--- config.mk ---
export PLATFORM = sky130hd
export DESIGN_NAME = lg_ram
export DESIGN_NICKNAME = d
export VERILOG_FILES = /design/src/lg_ram.sv
export SDC_FILE = /design/constraint.sdc
export NUM_CORES = 2
export LEC_CHECK = 0
export BUFFER_PORTS_ARGS = -buffer_cell sky130_fd_sc_hd__buf_2
export CAP_MARGIN = 5
export CORE_ASPECT_RATIO = 0.75
export CORE_MARGIN = 2
export CORE_UTILIZATION = 55
export CTS_CLUSTER_SIZE = 24
export DETAILED_ROUTE_END_ITERATION = 6
export PLACE_DENSITY = 0.75
export SETUP_SLACK_MARGIN = 0.5
export SLEW_MARGIN = 30
export SYNTH_ARGS = -nofsm -noshare
export SYNTH_HDL_FRONTEND = slang
export SYNTH_SLANG_ARGS = --single-unit
--- constraint.sdc ---
create_clock -name clk -period 6.4 [get_ports clk]
set_input_delay 0.64 -clock clk [delete_from_list [all_inputs] [get_ports clk]]
set_output_delay 0.64 -clock clk [all_outputs]
set_load 0.03 [all_outputs]
--- src/lg_ram.sv ---
`default_nettype none
module lg_ram #(
  parameter int WIDTH = 64,
  parameter int DEPTH = 64
) (
  input  wire logic                     clk,
  input  wire logic                     we,
  input  wire logic [$clog2(DEPTH)-1:0] wr_addr,
  input  wire logic [WIDTH-1:0]         wr_data,
  input  wire logic [$clog2(DEPTH)-1:0] rd_addr,
  output logic      [WIDTH-1:0]         rd_data
);

  logic [WIDTH-1:0] mem [DEPTH];

  // write port and registered read port
  always_ff @(posedge clk) begin
    if (we) begin
      mem[wr_addr] <= wr_data;
    end
    rd_data <= mem[rd_addr];
  end

endmodule
`default_nettype wire

==> metrics.md <==
| Metric | Value |
|---|---|
| Critical Path Fanout Max | `27` |
| Leakage | `54.4 nW` |
| Combinational share of power | `4.9%` |
| Gates resized, CTS repair | `0` |
| Core Area | `0.283 mm2` |
| Antenna viol nets, final | `0` |
| Synth area leaders | `edfxtp_1 (79%), mux4_2 (15%), mux2i_1 (0.86%)` |
| Vias in the first global route | `76700` |
| Critical path required time | `6.93 ns` |
| Post-CTS setup buffers | `0` |
| Slew margin rel. | `26.4%` |
| Power density over the cells | `315 mW/mm2` |
| Status | `completed` |
| Initial antenna violation count | `39` |
| Achievable Freq | `342 MHz` |
| GPL Wtd Cong | `0.838` |
| Final Max Tran Viols | `0` |
| Die area | `0.289 mm2` |
| Syn Nets | `6676` |
| Internal | `0.0433 W` |
| Total stage count of the critical path | `5` |
| Critical path endpoint category | `register` |
| Synth cell types | `33` |
| Longest Clk Path Bufs | `4` |
| Aggregate global routing overflow | `0` |
| CP cell instances | `buf_2 -> nor2b_1 -> nand3_1 -> nor2_4 -> buf_4` |
| Share of power burned in registers | `55.1%` |
| First-pass GRT wire length | `596000 um` |
| Worst-Skew Late Latency | `0.93 ns` |
| Slowest CP cell | `nor2_4` |
| Total CTS buffers | `372` |
| Total GRT Usage | `29.8%` |
| Setup crit start | `wr_addr[2]` |
| Post-layout nets | `7045` |
| Worst Skew | `0.0544 ns` |
| Wire per inst | `38.7 um` |
| Worst-case reg-to-reg path depth | `5` |
| Layout cells sized above 1 | `27.7%` |
| Ys Warns | `0` |
| Critical path's top delay family | `simple AND/OR/NAND/NOR gates` |
| Via count | `77700` |
| Worst path max stage delay | `0.86 ns` |
| Worst hold slack | `0.245 ns` |
| Max VDD drop | `0.244 mV` |
| Largest net degree at the start of global routing | `111` |
| Total clock sinks | `4160` |
| Yosys top cell area share | `78.7%` |
| Vias per std cell | `7.03` |
| Post-Place Worst Slack | `2.53 ns` |
| Seq cells post-synth | `4160` |
| Fin crit share | `45.6%` |
| Final setup margin | `3.48 ns` |
| Register area share after synthesis | `79.5%` |
| Initial Utilization | `55.3%` |
| # DRC | `0` |
| CP Launch Type | `primary input` |
| Worst slew pin tran | `1.10 ns` |
| Setup CP Type | `primary input to register` |
| # Max-Cap Violations | `0` |
| HP Class | `primary input to register` |
| Switch share | `21.4%` |
| Layout area overhead | `12.0%` |
| DR pass1 iterations | `6` |
| Avg Inst Size Synth | `23.7 um2` |
| Std-Cell Rows | `169` |
| Setup violations, final | `0` |
| Die X | `620 um` |
| Bufs and invs on worst path | `2` |
| Minimum clock period | `2.92 ns` |
| RSZ-0062 raised after global routing | `false` |
| Reg2reg start | `mem[48][35]$_DFFE_PP_` |
| Drt total wl | `428000 um` |
| Setup TNS | `0 ns` |
| Detailed placer's ending HPWL | `227000 um` |
| CP Data Arrival Time | `3.45 ns` |
| Synth Instances | `6598` |
| Final Hold Viols | `0` |
| Root buf cell | `clkbuf_16` |
| Clk pwr share | `40.0%` |
| CTS H-tree lvls | `5` |
| Cell Area, Synth | `0.156 mm2` |
| Cts-stage hold buffer count | `0` |
| CTS tree | `done` |
| Worst hold start | `wr_data[5]` |
| Total I/O pin count | `142` |
| Fillers | `18000` |
| Detailed Route Iter0 Violations | `14000` |
| WHS Path Cells | `1` |
| Clock transition at path regs | `0.07 ns` |
| Vert. Die Dim | `466 um` |
| Synth area leader | `edfxtp_1` |
| Switch Pwr | `0.0118 W` |
| Port Buf Inserts | `141` |
## cells in the mapped netlist (all sizes together)
cell type	n
mux4	1024
and2	3
a41oi	26
and3	64
nor3	2
a211oi	63
or2	28
nand3b	2
a22o	88
buf	230
inv	19
nand3	45
nand2	58
clkbuf	140
or3	29
nand4b	1
o22ai	83
nor2b	28
a22oi	168
edfxtp	4096
a2bb2oi	19
a31o	1
or3b	1
o221ai	38
dfxtp	64
a31oi	18
mux2i	135
nor2	112
nand2b	11
nand4	2
## logic make-up (layout without fill, tap and decap cells)
kind of cell / Yosys count / after routing / synth area share [%]
AO/OA/AOI/OAI: 504 / 504 / 2.48
AND/OR/NAND/NOR: 386 / 386 / 1.24
buffers and inverters: 389 / 1058 / 1.18
multiplexers: 1159 / 1159 / 15.6
flip-flops: 4160 / 4160 / 79.5
other: 0 / 17 / 0
## power by group through the flow
stage | Clock (W) | Sequential (W) | Combinational [W]
6_report | 0.0220 | 0.0303 | 0.00270
5_1_grt | 0.0232 | 0.0303 | 0.00282
4_1_cts | 0.0222 | 0.0303 | 0.00267
3_5_place_dp | 0 | 0.0309 | 0.00265
3_3_place_gp | 0 | 0.0309 | 0.00259
2_1_floorplan | 0 | 0.0309 | 0.00141
## flip-flops by register name, summed over array words and instances (netlist names)
register  count
mem        4096
rd_data      64
## placed cells by master, fill, tap and decap left out, types with 71 or more instances in the layout
master / Yosys / layout
a22o_1: 88 / 88
a22oi_1: 168 / 168
buf_2: 170 / 76
buf_4: 34 / 226
clkbuf_1: 140 / 82
clkbuf_16: 0 / 380
clkinv_1: 0 / 76
clkinv_2: 0 / 71
edfxtp_1: 4096 / 4096
mux2i_1: 135 / 135
mux4_2: 1024 / 1024
o22ai_1: 83 / 83
## cell type report
class                      count  area [um2]  area share (%)
timing repair buffer         365        3340            1.91
sequential                  4160      124000            71.0
tap                         3762        4710            2.69
antenna                       17        42.5          0.0243
multi-input combinational   2049       30800            17.6
inverter                      19        71.3          0.0407
clock inverter               209        1940            1.11
clock buffer                 465        9860            5.63
## stage by stage
stage | cells | utilization, % | instance area [um2] | power (W)
floorplan | 6598 | - | 156000 | 0.0323
global placement | 10300 | 57.5 | 163000 | 0.0335
detailed placement | 10400 | 57.6 | 163000 | 0.0336
CTS | 11000 | 61.8 | 175000 | 0.0552
global route | 11000 | 61.9 | 175000 | 0.0563
finish | 11000 | 61.9 | 175000 | 0.0551
## worst register-to-register path, cell delays in order, from the launching register on
cell and delay (ns):
edfxtp_1 0.38, mux4_2 0.47, mux2i_1 0.36, o22ai_1 0.19, a41oi_1 0.50, a211oi_1 0.10
## path summary, 6_finish.rpt
kind,slack (ns),end
worst max-delay path,3.48,mem[13][19]$_DFFE_PP_
worst max register to register,4.23,rd_data[35]$_DFF_P_
worst min-delay path,0.25,mem[53][5]$_DFFE_PP_
worst min register to register,0.85,rd_data[16]$_DFF_P_
## layer usage
layer	GRT usage [%]	part of all wire, %	vias up
met4	10.7	4.1	24
met1	43.3	36	40900
li1	-	-	29200
met5	0	0.044	-
met3	8.23	15	956
met2	43.9	45	6610
Power figures use the tool's default switching activity.
