### config.mk
export PLATFORM = sky130hd
export DESIGN_NAME = lg_cell
export DESIGN_NICKNAME = d
export VERILOG_FILES = /design/src/lg_pkg.sv /design/src/lg_cell.sv
export SDC_FILE = /design/constraint.sdc
export NUM_CORES = 1
export LEC_CHECK = 0
export ABC_AREA = 1
export BUFFER_PORTS_ARGS = -buffer_cell sky130_fd_sc_hd__buf_2
export CORE_AREA = 2 2 39 41
export CTS_BUF_LIST = sky130_fd_sc_hd__clkbuf_16
export CTS_CLUSTER_DIAMETER = 150
export DETAILED_ROUTE_END_ITERATION = 10
export DIE_AREA = 0 0 41 43
export MAX_ROUTING_LAYER = met4
export PLACE_DENSITY_LB_ADDON = 0.12
export SYNTH_ARGS = -nofsm -noshare
export SYNTH_HDL_FRONTEND = slang
export SYNTH_SLANG_ARGS = --single-unit
### constraint.sdc
create_clock -name clk -period 2.75 [get_ports clk]
set_clock_uncertainty 0.1 [all_clocks]
set_input_delay 0.1375 -clock clk [delete_from_list [all_inputs] [get_ports clk]]
set_output_delay 0.1375 -clock clk [all_outputs]
set_load 0.005 [all_outputs]
### src/lg_pkg.sv
`default_nettype none
package lg_pkg;

  // command codes
  typedef enum logic [2:0] {
    CMD_WRITE   = 3'd0,
    CMD_ADVANCE = 3'd1,
    CMD_READ    = 3'd2,
    CMD_CLEAR   = 3'd3,
    CMD_RST_GEN = 3'd4
  } lg_cmd_t;

  // configuration register indexes
  localparam logic [1:0] CFG_ROWS    = 2'd0;
  localparam logic [1:0] CFG_COLUMNS = 2'd1;
  localparam logic [1:0] CFG_RUNNING = 2'd2;

  // life rule
  localparam logic [3:0] SURVIVE_LOW  = 4'd2;
  localparam logic [3:0] SURVIVE_HIGH = 4'd3;
  localparam logic [3:0] BIRTH_COUNT  = 4'd3;

  typedef enum logic [1:0] {
    ST_CLEAR,
    ST_IDLE,
    ST_RMW,
    ST_ADV
  } lg_state_t;

  typedef struct packed {
    logic [2:0] cmd;
    logic [5:0] row;
    logic [5:0] column;
    logic       value;
  } lg_in_t;

  typedef struct packed {
    logic        cell_value;
    logic [31:0] generation;
    logic        applied;
  } lg_out_t;

  // neighbor information handed to one cell
  typedef struct packed {
    logic [1:0] left_sum;
    logic [1:0] right_sum;
    logic       in_use;
  } lg_nbr_t;

endpackage
`default_nettype wire

### src/lg_cell.sv
`default_nettype none
module lg_cell
  import lg_pkg::*;
(
  input  wire logic       clk,
  input  wire logic       shift_en,
  input  wire logic       bit_in,
  input  wire lg_nbr_t    nbr,
  output logic [1:0]      vsum,
  output logic            next_bit
);

  logic       top_r, mid_r, bot_r;
  logic [3:0] cnt;

  // advance the three-row window of this column
  always_ff @(posedge clk) begin
    if (shift_en) begin
      top_r <= mid_r;
      mid_r <= bot_r;
      bot_r <= bit_in;
    end
  end

  // column sum for the neighbors
  assign vsum = 2'({1'b0, top_r} + {1'b0, mid_r} + {1'b0, bot_r});

  always_comb begin
    cnt = 4'(nbr.left_sum) + 4'(nbr.right_sum) + 4'(top_r) + 4'(bot_r);
    if (!nbr.in_use) begin
      next_bit = mid_r;
    end else if (mid_r) begin
      next_bit = (cnt >= SURVIVE_LOW) && (cnt <= SURVIVE_HIGH);
    end else begin
      next_bit = (cnt == BIRTH_COUNT);
    end
  end

endmodule
`default_nettype wire

==> out/summary.md, run 1 <==
* result of the run: finished, final reports clean
* Max Buffers Root-to-Sink: 2
* max-cap violations: 0
* vertical extent of the die: 43 um
* initial cell density of the core: 0.175
* clock tree from TritonCTS: done
* Overall Power: 332 uW
* final weighted congestion of routability-driven global placement: 0.581
* required time of the critical path: 2510 ps
* Synth-to-Final Area Change: 65.8%
* number of unique standard cell types used by synthesis: 8
* Tmin final: 2460 ps
* core region area: 1380 sq um
* leading area contributor after synthesis: sky130_fd_sc_hd__edfxtp_1
* number of iterations in the first detailed-routing pass: 1
* sort of element at the start of the critical path: register
* drt first-iter violations: 0
* clk root buf: sky130_fd_sc_hd__clkbuf_16
* Post-synth EDFFs: 3
* fmax: 0.407 GHz
* clock tree sinks: 3
* DPL Wire Length: 370 um
* class of the most critical hold timing path: primary input to register
* total routing resource utilization after global routing: 0.0674
* DIE WIDTH: 41 um
* antenna cell count: 0
* mean instance size in the synthesized netlist: 11.5 sq um
* Detail Route Antenna Nets: 0
* predominant post-synthesis flop cell: sky130_fd_sc_hd__edfxtp_1
* leak pwr: 0.000196 uW
* proportion of synthesized flip-flops having asynchronous set or reset: 0
* total number of vias: 195
* most common cell in the synthesized netlist: sky130_fd_sc_hd__inv_1
* pin count of the biggest net entering global routing: 4
* via density per instance: 3.75
* number of antenna violations at the first check in global routing: 0
* Synth top area share: 0.373
* synthesized netlist cell count: 21
* number of buffers inserted by post-CTS setup repair: 0
* Slew @ Worst Pin: 158 ps
* number of I/O pins: 11
* total length of routed wires: 426 um
* placement-stage worst setup slack: 481 ps
* sequential share of the synthesized area: 0.373
* worst slew margin relative to its limit: 0.895
* top post-synthesis cells by area: sky130_fd_sc_hd__edfxtp_1 37%, sky130_fd_sc_hd__fa_1 25%, sky130_fd_sc_hd__ha_1 16%, sky130_fd_sc_hd__inv_1 7.8%, sky130_fd_sc_hd__nand2_1 4.7%
* Syn. warnings: 0
* Final #Nets: 51
* met2 Use GR: 0.0969
* final-report max-slew violation count: 0
* most common library cells after synthesis: 5 x sky130_fd_sc_hd__inv_1, 3 x sky130_fd_sc_hd__edfxtp_1, 3 x sky130_fd_sc_hd__fa_1, 3 x sky130_fd_sc_hd__ha_1, 3 x sky130_fd_sc_hd__nand2_1
* ratio of cells with drive above 1 in the final layout: 0.389
* Arr. time, crit path: 2220 ps
* CTS H-tree depth: 1
* critical setup path kind: register to output port
* total count of hold-check failures in the final report: 0
* global-route track usage on met3: 0.0157
* final cell utilization of the core: 0.289
* flip-flop and latch count after synthesis: 3
* setup repair after global routing missed its margin: no
* highest net fanout along the worst path: 3
* critical path endpoint category: output port
* Mapped Nets: 35
* per-cell routed wire length: 8.19 um
* GRT Max-Usage Layer: met2
* global-route wire length before repair: 759 um
* power per cell area: 829 nW/um^2
* IO buf count: 10
* crit path setup slack, layout: 291 ps
* number of core rows: 14
* Finish-stage setup viols: 0
* number of buffers added by the clock tree synthesis step: 3
* setup total negative slack: 0 ps
* share of the cycle needed by the critical path after routing: 0.894
* die area: 1760 sq um
* cell area after synthesis: 241 sq um
* clk slew on worst S/H paths: 30 ps
* remaining routing DRC violations: 0
* clock insertion delay at the later pin of the skew report: 220 ps
* global routing usage on met1: 0.0724
* number of global-route vias before repair: 190
* grt ovf: 0
* Worst IR Drop VDD: 391 uV
==> layout by cell type, fill, tap and decap left out, drive strengths merged <==
master	count
clkbuf	3
edfxtp	3
nand2	3
ha	3
dlygate4sd3	1
a21oi	3
inv	6
nand3	1
buf	10
fa	3
==> path summary, 6_finish.rpt <==
path,slack [ps],cells past startpoint,from,to
max,290,8,bot_r$_DFFE_PP_,next_bit
min,60,1,shift_en,top_r$_DFFE_PP_
max reg2reg,1940,0,bot_r$_DFFE_PP_,mid_r$_DFFE_PP_
min reg2reg,410,0,mid_r$_DFFE_PP_,top_r$_DFFE_PP_
==> cell type report <==
cell class / instances / area [sq um]
Clock buffer: 3 / 75.1
Clock inverter: 1 / 3.75
Fill cell: 135 / 983
Inverter: 5 / 18.8
Multi-Input combinational cell: 13 / 133
Sequential cell: 3 / 90.1
Tap cell: 16 / 20.0
Timing Repair Buffer: 11 / 60.1
==> power breakdown <==
part           total, uW  switching, uW  internal, uW
clock                227           39.2           187
combinational       47.6           23.4          24.3
sequential          57.7           3.02          54.7
==> stage by stage <==
step | cell area (sq um) | hold WS, ps | instances
after global routing | 400 | 74.2 | 52
final | 400 | 55.1 | 52
after CTS | 400 | 56.6 | 52
after floorplan | 241 | 136 | 21
after detailed placement | 312 | 216 | 47
after global placement | 312 | 223 | 47
==> worst max-delay path, cell delays in order, from the launching register on <==
cell and delay [ps]:
sky130_fd_sc_hd__edfxtp_1 430, sky130_fd_sc_hd__fa_1 510, sky130_fd_sc_hd__ha_1 170, sky130_fd_sc_hd__inv_1 50, sky130_fd_sc_hd__fa_1 420, sky130_fd_sc_hd__a21oi_1 120
sky130_fd_sc_hd__nand2_1 80, sky130_fd_sc_hd__a21oi_2 100, sky130_fd_sc_hd__buf_2 120
==> registers in the layout, indices dropped and copies added (netlist names) <==
| name | flops |
|---|---|
| mid_r | 1 |
| bot_r | 1 |
| top_r | 1 |
==> cells by family after synthesis <==
group,synth area share
flip-flops,0.373
AND/OR/NAND/NOR,0.0673
buffers and inverters,0.0777
adder cells (fa/ha/maj),0.404
AO/OA/AOI/OAI,0.0777
==> per-layer routing <==
layer,vias up,routed length [um]
met5,-,0
met4,0,0
met3,0,12
met2,4,259
met1,93,154
li1,98,-
==> timing repair <==
action                                 CTS  global route
endpoints found under the hold margin    1             0
hold buffers                             1             0
resized for setup                        0             0
No activity file was read; power rests on OpenSTA's default activity.
==> run 2, diff against run 1 <==
==> constraint.sdc (replaced) <==
create_clock -name clk -period 2.75 [get_ports clk]
set_clock_uncertainty 0.1 [all_clocks]
set_input_delay 0.4125 -clock clk [delete_from_list [all_inputs] [get_ports clk]]
set_output_delay 0.4125 -clock clk [all_outputs]
set_load 0.005 [all_outputs]
==> run 2 against run 1 <==
  * Combinational power up 10%
  * Cell area up 0.31%
  * First-iteration DRC count increased by 1
  * Register-to-register slack about the same
  * Clock power is essentially flat
  * Non-clock buffer count did not move
  * Sequential share of layout area fell by 0.070 points
  * Flip-flop and latch count is the same
  * Die area unchanged
  * Core utilization is 0.090 points higher
  * Critical path depth did not move
  * Largest power group unchanged
==> out/summary.md, run 2 (synthesized netlist as in run 1, its figures left out) <==
* result of the run: finished, final reports clean
* Final #Nets: 51
* total routing resource utilization after global routing: 0.0717
* initial cell density of the core: 0.175
* vertical extent of the die: 43 um
* clk slew on worst S/H paths: 30 ps
* setup total negative slack: 0 ps
* total count of hold-check failures in the final report: 0
* drt first-iter violations: 1
* number of core rows: 14
* CTS H-tree depth: 1
* per-cell routed wire length: 9.04 um
* number of iterations in the first detailed-routing pass: 2
* critical path endpoint category: output port
* placement-stage worst setup slack: 102 ps
* largest registers in the final layout: bot_r x1, mid_r x1, top_r x1
* ratio of cells with drive above 1 in the final layout: 0.444
* power per cell area: 834 nW/um^2
* clock tree sinks: 3
* final-report max-slew violation count: 0
* leak pwr: 0.000196 uW
* Overall Power: 335 uW
* Tmin final: 2710 ps
* Worst IR Drop VDD: 595 uV
* critical setup path kind: register to output port
* commonest non-fill, non-tap cells in the layout: 10 x sky130_fd_sc_hd__buf_2, 6 x sky130_fd_sc_hd__inv_1
* total length of routed wires: 470 um
* sort of element at the start of the critical path: register
* pin count of the biggest net entering global routing: 4
* DPL Wire Length: 386 um
* number of fill cells in the layout: 142
* number of buffers added by the clock tree synthesis step: 3
* FF-to-FF path depth: 0
* Detail Route Antenna Nets: 0
* final weighted congestion of routability-driven global placement: 0.548
* clk root buf: sky130_fd_sc_hd__clkbuf_16
* highest net fanout along the worst path: 3
* Arr. time, crit path: 2200 ps
* Synth-to-Final Area Change: 66.3%
* startpoint of the worst hold path: bit_in
* setup repair after global routing missed its margin: yes
* leading cell type in the layout, fill and taps excluded: sky130_fd_sc_hd__buf_2
* crit path setup slack, layout: 37.4 ps
* Hold Crit Depth: 1
* global-route wire length before repair: 800 um
* destination of the worst hold path: bot_r$_DFFE_PP_
* DIE WIDTH: 41 um
* R2R setup slack: 1930 ps
* via density per instance: 3.77
* number of I/O pins: 11
* clock tree from TritonCTS: done
* class of the most critical hold timing path: primary input to register
* number of antenna violations at the first check in global routing: 0
* post-cts hold buffer count: 0
* grt ovf: 0
* number of global-route vias before repair: 222
* max-cap violations: 0
* worst slew margin relative to its limit: 0.896
* IO buf count: 10
* antenna cell count: 0
* die area: 1760 sq um
* critical register-to-register path endpoint: top_r$_DFFE_PP_
* core region area: 1380 sq um
* fmax: 0.369 GHz
* total number of vias: 196
* Max Buffers Root-to-Sink: 2
* R2R Path Start: mid_r$_DFFE_PP_
* remaining routing DRC violations: 0
* Slew @ Worst Pin: 156 ps
* share of the cycle needed by the critical path after routing: 0.986
* clock insertion delay at the later pin of the skew report: 220 ps
* Finish-stage setup viols: 0
* required time of the critical path: 2240 ps
-- run 2: cell types whose count changed in the layout (fill, tap and decap cells not counted) --
cell / change
sky130_fd_sc_hd__a21oi_2: +1
sky130_fd_sc_hd__a21oi_1: -1
sky130_fd_sc_hd__buf_4: +1
sky130_fd_sc_hd__dlygate4sd3_1: -1
-- run 2: power breakdown --
group / switching, uW / leakage [uW] / internal, uW
Sequential: 3.10 / 0.0000294 / 54.7
Combinational: 25.8 / 0.000125 / 26.7
Clock: 37.2 / 0.0000423 / 187
-- run 2: what timing repair did --
| item | in CTS | in global routing |
|---|---|---|
| buffers inserted | 0 | 1 |
| setup endpoints to repair | 0 | 1 |
| resized for setup | 0 | 1 |
-- run 2: metrics by stage --
stage,hold WS (ps),util,area [sq um],std cells
3_3_place_gp,420,0.225,312,47
3_5_place_dp,428,0.225,312,47
5_1_grt,272,0.290,402,52
2_1_floorplan,387,-,241,21
6_report,272,0.290,402,52
4_1_cts,271,0.282,390,51
-- run 2: worst max path at each step --
stage               startpoint       end  slack (ps)  cells past startpoint
5_1_grt        bot_r$_DFFE_PP_  next_bit        -110                      8
2_1_floorplan           nbr[1]  next_bit         390                      7
3_3_place_gp            nbr[1]  next_bit         110                      9
4_1_cts        bot_r$_DFFE_PP_  next_bit         0.6                      8
3_5_place_dp            nbr[1]  next_bit         100                      9
6_report       bot_r$_DFFE_PP_  next_bit          40                      8
-- run 2: worst max-delay path, stage by stage, from the launching register on --
cell,delay (ps)
sky130_fd_sc_hd__edfxtp_1,420
sky130_fd_sc_hd__fa_1,510
sky130_fd_sc_hd__ha_1,160
sky130_fd_sc_hd__inv_1,50
sky130_fd_sc_hd__fa_1,440
sky130_fd_sc_hd__a21oi_2,120
sky130_fd_sc_hd__nand2_1,70
sky130_fd_sc_hd__a21oi_2,100
sky130_fd_sc_hd__buf_2,110
-- run 2: routing by layer --
layer  vias up  routed length, um  global-route usage
li1         97                  -                   -
met1        95                175              0.0664
met2         4                276               0.116
met3         0                 17              0.0157
met4         0                  0              0.0600
met5         -                  0                   -
-- run 2: layout make-up --
| class | instances | area [sq um] | area share |
|---|---|---|---|
| inverter | 5 | 18.8 | 0.0467 |
| tap | 16 | 20.0 | 0.0498 |
| multi-input combinational | 13 | 136 | 0.340 |
| timing repair buffer | 11 | 57.6 | 0.143 |
| sequential | 3 | 90.1 | 0.224 |
| clock inverter | 1 | 3.75 | 0.00935 |
| clock buffer | 3 | 75.1 | 0.187 |
==> run 3, diff against run 2 <==
--- a/config.mk
+++ b/config.mk
@@ -5,7 +5,6 @@
 export SDC_FILE = /design/constraint.sdc
 export NUM_CORES = 1
 export LEC_CHECK = 0
-export ABC_AREA = 1
 export BUFFER_PORTS_ARGS = -buffer_cell sky130_fd_sc_hd__buf_2
 export CORE_AREA = 2 2 39 41
 export CTS_BUF_LIST = sky130_fd_sc_hd__clkbuf_16
@@ -14,6 +13,7 @@
 export DIE_AREA = 0 0 41 43
 export MAX_ROUTING_LAYER = met4
 export PLACE_DENSITY_LB_ADDON = 0.12
+export SLEW_MARGIN = 10
 export SYNTH_ARGS = -nofsm -noshare
 export SYNTH_HDL_FRONTEND = slang
 export SYNTH_SLANG_ARGS = --single-unit
==> run 3 against run 2 <==
  * The flow now finishes with violations (negative setup slack)
  * Register-to-register slack worse by 100 ps
  * Fmax fell by 8.0%
  * First-iteration DRC count rose to 6.0 times the previous value
  * Critical path type unchanged
  * Clock-buffer cell count unchanged
==> out/summary.md, run 3 <==
* result of the run: finished, violations left
* violations in the final reports: negative setup slack
* grt ovf: 0
* crit-path cells: fa_1 > ha_2 > inv_2 > fa_1 > nor4b_2 > nand2_1 > a31oi_1 > buf_2
* Synth-to-Final Area Change: 66.1%
* clock tree from TritonCTS: done
* DP Area: 318 sq um
* Syn. warnings: 0
* number of buffers inserted by post-CTS setup repair: 0
* largest registers in the final layout: bot_r x1, mid_r x1, top_r x1
* global-route wire length before repair: 745 um
* post-route cell area: 399 sq um
* required time of the critical path: 2240 ps
* pin count of the biggest net entering global routing: 4
* drt first-iter violations: 6
* initial cell density of the core: 0.174
* share of the cycle needed by the critical path after routing: 1.07
* flip-flop and latch count after synthesis: 3
* critical setup path kind: register to output port
* clock insertion delay at the later pin of the skew report: 220 ps
* Post-synth EDFFs: 3
* Mapped Nets: 33
* Detail Route Antenna Nets: 0
* Arr. time, crit path: 2440 ps
* clk slew on worst S/H paths: 30 ps
* ratio of cells with drive above 1 in the final layout: 0.500
* Synth top area share: 0.375
* clock tree sinks: 3
* antenna cell count: 0
* number of global-route vias before repair: 194
* leading area contributor after synthesis: sky130_fd_sc_hd__edfxtp_1
* synthesized netlist cell count: 19
* via density per instance: 3.88
* number of I/O pins: 11
* number of iterations in the first detailed-routing pass: 2
* setup repair after global routing missed its margin: yes
* number of buffers added by the clock tree synthesis step: 3
* IO buf count: 10
* die area: 1760 sq um
* critical path endpoint category: output port
* Finish-stage setup viols: 1
* CTS H-tree depth: 1
* cell with the largest stage delay on the worst path: sky130_fd_sc_hd__fa_1
* final-report max-slew violation count: 0
* power per cell area: 837 nW/um^2
* crit path setup slack, layout: -198 ps
* fmax: 0.339 GHz
* sequential share of the synthesized area: 0.375
* highest net fanout along the worst path: 2
* top post-synthesis cells by area: sky130_fd_sc_hd__edfxtp_1 38%, sky130_fd_sc_hd__fa_1 25%, sky130_fd_sc_hd__ha_1 16%, sky130_fd_sc_hd__nor4b_2 6.3%, sky130_fd_sc_hd__inv_1 4.7%
* max-cap violations: 0
* number of unique standard cell types used by synthesis: 9
* Final #Nets: 49
* clk root buf: sky130_fd_sc_hd__clkbuf_16
* sort of element at the start of the critical path: register
* remaining routing DRC violations: 0
* most common library cells after synthesis: 3 x sky130_fd_sc_hd__edfxtp_1, 3 x sky130_fd_sc_hd__fa_1, 3 x sky130_fd_sc_hd__ha_1, 3 x sky130_fd_sc_hd__inv_1, 3 x sky130_fd_sc_hd__nand2_1
* leak pwr: 0.000183 uW
* proportion of synthesized flip-flops having asynchronous set or reset: 0
* per-cell routed wire length: 9.72 um
* Critical Path Most Common Cell: sky130_fd_sc_hd__fa_1
* number of core rows: 14
* DPL Wire Length: 392 um
* total length of routed wires: 486 um
* leading cell type in the layout, fill and taps excluded: sky130_fd_sc_hd__buf_2
* vertical extent of the die: 43 um
* CP max stage delay: 510 ps
* final weighted congestion of routability-driven global placement: 0.563
* number of antenna violations at the first check in global routing: 0
* DIE WIDTH: 41 um
* total number of vias: 194
* core region area: 1380 sq um
* cell area after synthesis: 240 sq um
* Tmin final: 2950 ps
* worst slew margin relative to its limit: 0.870
* Max Buffers Root-to-Sink: 2
* mean instance size in the synthesized netlist: 12.6 sq um
* total count of hold-check failures in the final report: 0
* final cell utilization of the core: 0.288
* total routing resource utilization after global routing: 0.0746
* predominant post-synthesis flop cell: sky130_fd_sc_hd__edfxtp_1
* class of the most critical hold timing path: primary input to register
* Slew @ Worst Pin: 195 ps
* Worst IR Drop VDD: 408 uV
==> run 3: changes by cell type after synthesis <==
cell                      before  now
sky130_fd_sc_hd__a21oi_1       2    1
sky130_fd_sc_hd__a21oi_2       1    0
sky130_fd_sc_hd__a31oi_1       0    1
sky130_fd_sc_hd__inv_1         5    3
sky130_fd_sc_hd__nand3_1       1    0
sky130_fd_sc_hd__nor2_1        0    1
sky130_fd_sc_hd__nor4b_2       0    1
==> run 3: per-stage QoR <==
step                hold slack (ps)  setup slack [ps]  TNS [ps]  power, uW  cells
floorplan                       387               155         0       87.9     19
global placement                426             -96.4     -96.4        106     46
detailed placement              423              -149      -149        109     46
CTS                             261              -220      -220        340     50
global route                    263              -307      -307        350     50
finish                          265              -198      -198        334     50
==> run 3: final timing paths <==
check	from	to	slack, ps	depth (start not counted)
worst max-delay path	bot_r$_DFFE_PP_	next_bit	-200	8
worst max register to register	bot_r$_DFFE_PP_	mid_r$_DFFE_PP_	1830	1
worst min register to register	mid_r$_DFFE_PP_	top_r$_DFFE_PP_	420	0
worst min-delay path	bit_in	bot_r$_DFFE_PP_	260	1
==> run 3: final cells by class <==
cell class	instances	area, sq um
inverters	3	11.3
clock buffers	3	75.1
well taps	16	20.0
fillers	150	985
repair buffers	11	57.6
multi-input cells	13	141
clock inverters	1	3.75
flip-flops and latches	3	90.1
==> run 3: kinds of logic (layout without fill, tap and decap cells) <==
logic type | Yosys count | count (layout) | synth area share
simple gates | 5 | 5 | 0.125
buf+inv | 3 | 18 | 0.0469
fa+ha+maj | 6 | 6 | 0.406
compound gates | 2 | 2 | 0.0469
flops | 3 | 3 | 0.375
==> run 3: layer usage <==
layer	routed length, um	track usage	vias up	share of wire
li1	-	-	94	-
met1	171	0.0724	93	0.35
met2	277	0.0906	7	0.57
met3	37	0.0471	0	0.076
met4	0	0.0800	0	0
met5	0	-	-	0
==> run 3: report_power, final <==
part | switching (uW) | internal [uW]
logic | 25.1 | 25.6
registers | 2.86 | 54.7
clock network | 38.6 | 187
==> run 3: timing repair <==
| action | in CTS | in global routing |
|---|---|---|
| resized for setup | 0 | 2 |
| setup endpoints to repair | 1 | 1 |
| pin swaps | 2 | 1 |
| hold buffers | 0 | 0 |
==> run 3: critical path: cells and delay by family, from the launching register on <==
kind            cells  cell delay [ps]
simple gates        2              310
buf+inv             2              170
compound gates      1              160
flops               1              410
fa+ha+maj           3             1160
